File: config.mk
export PLATFORM = sky130hd
export DESIGN_NAME = bba_scan
export DESIGN_NICKNAME = d
export VERILOG_FILES = /design/src/rtl/bba_pkg.sv /design/src/rtl/bba_scan.sv
export SDC_FILE = /design/constraint.sdc
export NUM_CORES = 1
export LEC_CHECK = 0
export BUFFER_PORTS_ARGS = -buffer_cell sky130_fd_sc_hd__buf_4
export CAP_MARGIN = 25
export CORE_ASPECT_RATIO = 1.2
export CORE_UTILIZATION = 25
export DETAILED_ROUTE_END_ITERATION = 12
export PLACE_DENSITY = 0.49
export RECOVER_POWER = 25
export SLEW_MARGIN = 25
export SYNTH_ARGS = -nofsm -noshare
export SYNTH_HDL_FRONTEND = slang
export SYNTH_SLANG_ARGS = --single-unit
File: constraint.sdc
create_clock -name vclk -period 4.2
set_input_delay 0.84 -clock vclk [all_inputs]
set_output_delay 0.84 -clock vclk [all_outputs]
set_load 0.1 [all_outputs]
File: src/rtl/bba_pkg.sv
// Package for the block bitmap allocator: sizes, operation codes and the
// structs passed between the sequencer and the word scan unit. No dependencies.
`default_nettype none

package bba_pkg;

    // bitmap geometry
    localparam int MAX_BITS  = 4096;
    localparam int WORD_BITS = 64;
    localparam int WORDS     = MAX_BITS / WORD_BITS;
    localparam int ADDR_W    = $clog2(WORDS);
    localparam int BIT_W     = $clog2(WORD_BITS);
    localparam int POS_W     = 12;
    localparam int CNT_W     = 13;
    localparam int BYTE_W    = 8;

    localparam logic [CNT_W-1:0] CNT_RESET = CNT_W'(4096);
    localparam logic [CNT_W-1:0] CNT_MAX   = CNT_W'(MAX_BITS);

    // request codes
    typedef enum logic [1:0] {
        OP_READ   = 2'd0,
        OP_WRITE  = 2'd1,
        OP_SEARCH = 2'd2,
        OP_NONE   = 2'd3
    } op_t;

    // what the scan unit needs to know about the current word
    typedef struct packed {
        logic [ADDR_W-1:0] cur_word;
        logic [ADDR_W-1:0] start_word;
        logic [BIT_W-1:0]  start_bit;
        logic [ADDR_W-1:0] last_word;
        logic [BIT_W-1:0]  last_bit;
        logic              want;
    } scan_req_t;

    typedef struct packed {
        logic             hit;
        logic [BIT_W-1:0] index;
    } scan_res_t;

    // one result item
    typedef struct packed {
        logic              error;
        logic              bit_read;
        logic [POS_W-1:0]  found;
        logic [BYTE_W-1:0] ubyte;
    } res_t;

endpackage

`default_nettype wire

File: src/rtl/bba_scan.sv
// Word scan unit: masks one bitmap word to the search window and finds the
// lowest bit equal to the wanted value. Uses bba_pkg.
`default_nettype none

module bba_scan (
    input  wire logic [bba_pkg::WORD_BITS-1:0] word,
    input  wire bba_pkg::scan_req_t            req,
    output bba_pkg::scan_res_t                 res
);

    logic [bba_pkg::WORD_BITS-1:0] lo_mask;
    logic [bba_pkg::WORD_BITS-1:0] hi_mask;
    logic [bba_pkg::WORD_BITS-1:0] match;
    logic [bba_pkg::BIT_W-1:0]     hi_shift;

    // window: bits at or after the start, at or before the last valid bit
    always_comb begin
        hi_shift = bba_pkg::BIT_W'(bba_pkg::WORD_BITS - 1) - req.last_bit;
        lo_mask  = '1;
        hi_mask  = '1;
        if (req.cur_word == req.start_word) begin
            lo_mask = {bba_pkg::WORD_BITS{1'b1}} << req.start_bit;
        end
        if (req.cur_word == req.last_word) begin
            hi_mask = {bba_pkg::WORD_BITS{1'b1}} >> hi_shift;
        end
        match = ~(word ^ {bba_pkg::WORD_BITS{req.want}}) & lo_mask & hi_mask;
    end

    // lowest set bit of the match vector
    always_comb begin
        res.hit   = |match;
        res.index = '0;
        for (int i = bba_pkg::WORD_BITS - 1; i >= 0; i--) begin
            if (match[i]) begin
                res.index = bba_pkg::BIT_W'(i);
            end
        end
    end

endmodule

`default_nettype wire

# Word-level counts from Yosys, hierarchy flattened
# Index checks and enable logic that the tools add are counted.
dict set report totals {
  ff_bits 0
  input_bits 95
  output_inout_bits 7
  word_cells 76
}
dict set report op_classes {
  add_sub_neg 1
  eq_ne 2
  shifts 2
  muxes 66
  n_bitwise 4
  n_reduce_logical 1
}
# op n
set ops {}
lappend ops {{$mux 6} 64}
lappend ops {{$and 64x64->64} 2}
lappend ops {{$mux 64} 2}
lappend ops {{$not 64->64} 1}
lappend ops {{$reduce_or 64->1} 1}
lappend ops {{$shl 64x6->64 const A} 1}
lappend ops {{$shr 64x6->64 const A} 1}
lappend ops {{$xor 64x64->64} 1}
lappend ops {{$eq 6x6->1} 2}
lappend ops {{$sub 6x6->6 const A} 1}

# Longest topological paths before layout
dict set report depth {
  depth_word 68
  mapped_depth 11
  ltp_nobuf 9
}

# Least setup slack after synthesis
# Ideal clock, no wire load.
dict set report synth_path {
  kind {input -> output}
  from {input req[27] (netlist bit)}
  to {output res[4] (netlist bit)}
  arrival_time_ns 4.437
  slack_ns -1.077
  stages 10
  path_buffers 1
  path_cell_list {xor2_1 or4_1 buf_2 or3_4 o221a_4 nor2_2 nand3_2 nor4_4 inv_1 a31oi_1}
}
# item line_no
set synth_lines {}
lappend synth_lines {{start, declared} bba_scan.sv:7} ;# input wire bba_pkg::scan_req_t req,
lappend synth_lines {{end, declared} bba_scan.sv:8} ;# output bba_pkg::scan_res_t res

==> flow_summary.toml <==
[status]
status = "finished with violations"
violations = "setup timing"

[timing]
fin_crit_sh_pct = 105
fmax_ghz = 0.227
tns_ps = -1270
worst_slew_pin_slew_ps = 670
setup_slack_ps = -202
hold_violations = 0
min_period_ps = 4400
maxSlewViolCount = 0
setup-violations-final = 7
rsz0062_at_grt = "true"
slew_headroom_pct = 55.3

[power]
clkPwrFrac_pct = 0
seqPwrFrac_pct = 0
comb_power_share_pct = 100.0
intPower_mw = 0.435
p_leak_nw = 2.91
power_density_nw_per_um2 = 136
p_sw_share_pct = 53.4
p_sw_mw = 0.498
ir_drop_mv = 0.0585

[global_route]
grt_max_degree = 22
antenna_found_initial = 0
grt_usage_pct = 28.1
grt-ovfl-total = 0
grt_pass1_wl_um = 32600
grt_pass1_vias = 5781

[synth]
ys_seq_area_share_pct = 0
avgSynthCellArea_um2 = 6.33
synth_area_um2 = 3670
synth_warnings = 0
ys_types = 74
syn_inst = 580
syn_nets = 675

[place]
dp_cells = 1009
routabilityCongestion = 1.02
port_buffers = 102
dp_hpwl_um = 18500

[drt]
drc_errors = 0
drt_iter0_drc = 408
wl_per_cell_um = 21.7
ant_nets = 0
drt-total-wl_um = 22100
drt_first_pass_iters = 5
vias = 5738
via_per_inst = 5.63

[floorplanning]
die_h_um = 135
dieWidth_um = 113
design.core.area_um2 = 14400
start_util_pct = 25.6
pin_count = 102
design.die.area_um2 = 15200
row_count = 48

[cells_and_area]
n_antenna_cell = 0
seq_cell_count = 0
final_cells = 1019
layout.nets = 941
seqCellArea_um2 = 0
layout-drive-gt1-share_pct = 51.2
clock_buffers = 0
multi_input_area_um2 = 4100
fillerInstances = 1471
syn2layout_area_growth_pct = 87.3

[hold_path]
min_path_type = "primary input to output port"
whs_endpoint = "res[0]"
hold_path_depth = 8
hp-start = "word[2]"

[worst_setup_path]
cp_max_fo = 6
start_kind = "primary input"
required_ps = 3360
worstPathArrival_ps = 3560
crit_type = "primary input to output port"
critPathCaptureType = "output port"

[clock_network]
hold_buffers = 0

[flow_run]
max_cap_viol_count = 0
-- power by group through the flow --
| stage | Sequential (mW) | Combinational, mW | Clock, mW |
|---|---|---|---|
| 3_3_place_gp | 0 | 0.799 | 0 |
| 3_5_place_dp | 0 | 0.800 | 0 |
| 4_1_cts | 0 | 0.852 | 0 |
| 2_1_floorplan | 0 | 0.397 | 0 |
| 6_report | 0 | 0.934 | 0 |
| 5_1_grt | 0 | 0.988 | 0 |
-- worst max-delay path by stage --
stage                     endpoint     from  slack (ps)
final                       res[0]  req[22]        -200
after global routing        res[0]  req[22]        -300
after CTS                   res[4]  req[29]        -240
after detailed placement    res[0]  req[22]        -550
after global placement      res[2]  req[26]        -570
after floorplan             res[1]  req[22]        -640
-- Yosys cell counts, types with 4 or more instances --
master	count	area share (%)
a21boi_0	5	1.0
nand3_1	22	3.0
o22ai_1	8	1.4
buf_2	10	1.4
clkbuf_1	28	2.9
a211o_1	6	1.4
nand4_1	7	1.2
buf_1	5	0.51
o21ai_0	36	4.9
o211ai_1	6	1.2
or2_2	11	1.9
nor3_1	7	0.95
a21o_1	12	2.5
o21a_1	4	0.82
a211oi_1	4	0.82
nand2_1	54	5.5
o31ai_1	8	1.6
xor2_1	47	11
a21oi_1	48	6.5
nor2_1	42	4.3
inv_1	9	0.92
a31o_2	9	2.1
xnor2_1	33	7.9
nor2b_1	4	0.68
or3_1	5	0.85
o221ai_1	9	2.1
and3_1	12	2.0
o31a_1	4	0.95
o211a_1	4	1.1
a31oi_1	30	5.1
and2_1	14	2.4
nand2b_1	9	1.5
nor4_1	5	0.85
-- layout by cell type (no fill, tap or decap), drive strengths merged, types with 6 or more instances in the layout --
cell type | synthesis | layout
xor2 | 47 | 47
a21o | 12 | 12
a31oi | 30 | 30
nand2 | 55 | 55
xnor2 | 33 | 33
nor3 | 8 | 8
a21oi | 48 | 48
and3 | 12 | 12
a211o | 6 | 6
o221ai | 9 | 9
and2 | 14 | 14
nand2b | 9 | 9
a31o | 10 | 10
o21ai | 39 | 39
nand3 | 23 | 23
buf | 19 | 310
o22ai | 8 | 8
or2 | 11 | 11
inv | 9 | 9
or3 | 6 | 6
nand4 | 7 | 7
a21boi | 6 | 6
nor2 | 45 | 45
o211ai | 7 | 7
nor4 | 7 | 7
o31ai | 11 | 11
-- timing repair --
| action | CTS | global route |
|---|---|---|
| setup endpoints to repair | 7 | 7 |
| buffers inserted | 5 | 6 |
| gates cloned | 0 | 1 |
| pin swaps | 23 | 35 |
| gates resized for setup | 59 | 81 |
| endpoints found under the hold margin | 0 | 0 |
-- through the flow --
step	total power [mW]	hold slack (ps)	util, %	setup slack [ps]	cell area, µm²
after floorplan	0.397	2260	-	-638	3780
after global placement	0.799	2500	42.4	-570	6080
after detailed placement	0.800	2520	42.4	-553	6090
after CTS	0.852	2430	44.7	-235	6420
after global routing	0.988	2530	47.9	-304	6880
final	0.934	2430	47.9	-202	6880
-- layout make-up --
class | count | area share [%]
timing repair buffer | 311 | 36.8
inverter | 9 | 0.491
tap | 175 | 3.18
multi-input combinational | 524 | 59.5
-- worst max-delay path, stage by stage --
cell       delay (ps)
buf_6             100
xor2_2            170
or4_4             630
buf_6             180
o31ai_1           280
a21oi_1           140
a31oi_1           210
o21ai_2           120
o211ai_1          230
buf_4             160
o2111ai_4         130
o21ai_4           180
buf_12            190
-- cells by family after synthesis --
| kind of cell | synth area share, % |
|---|---|
| and+or+nand+nor | 29.6 |
| AOI/OAI and AO/OA | 44.8 |
| xor gates and xnor gates | 19.1 |
| buffers and inverters | 6.57 |
-- routing by layer --
metal  wire (µm)  vias to the layer above  track usage [%]  part of all wire (%)
li1            -                     2714                -                     -
met1        8500                     2712             32.5                    38
met2       11000                      234             51.7                    50
met3        1070                       78             1.97                   4.9
met4        1490                        0             14.6                   6.8
met5           0                        -                0                     0
Power figures use the tool's default switching activity.
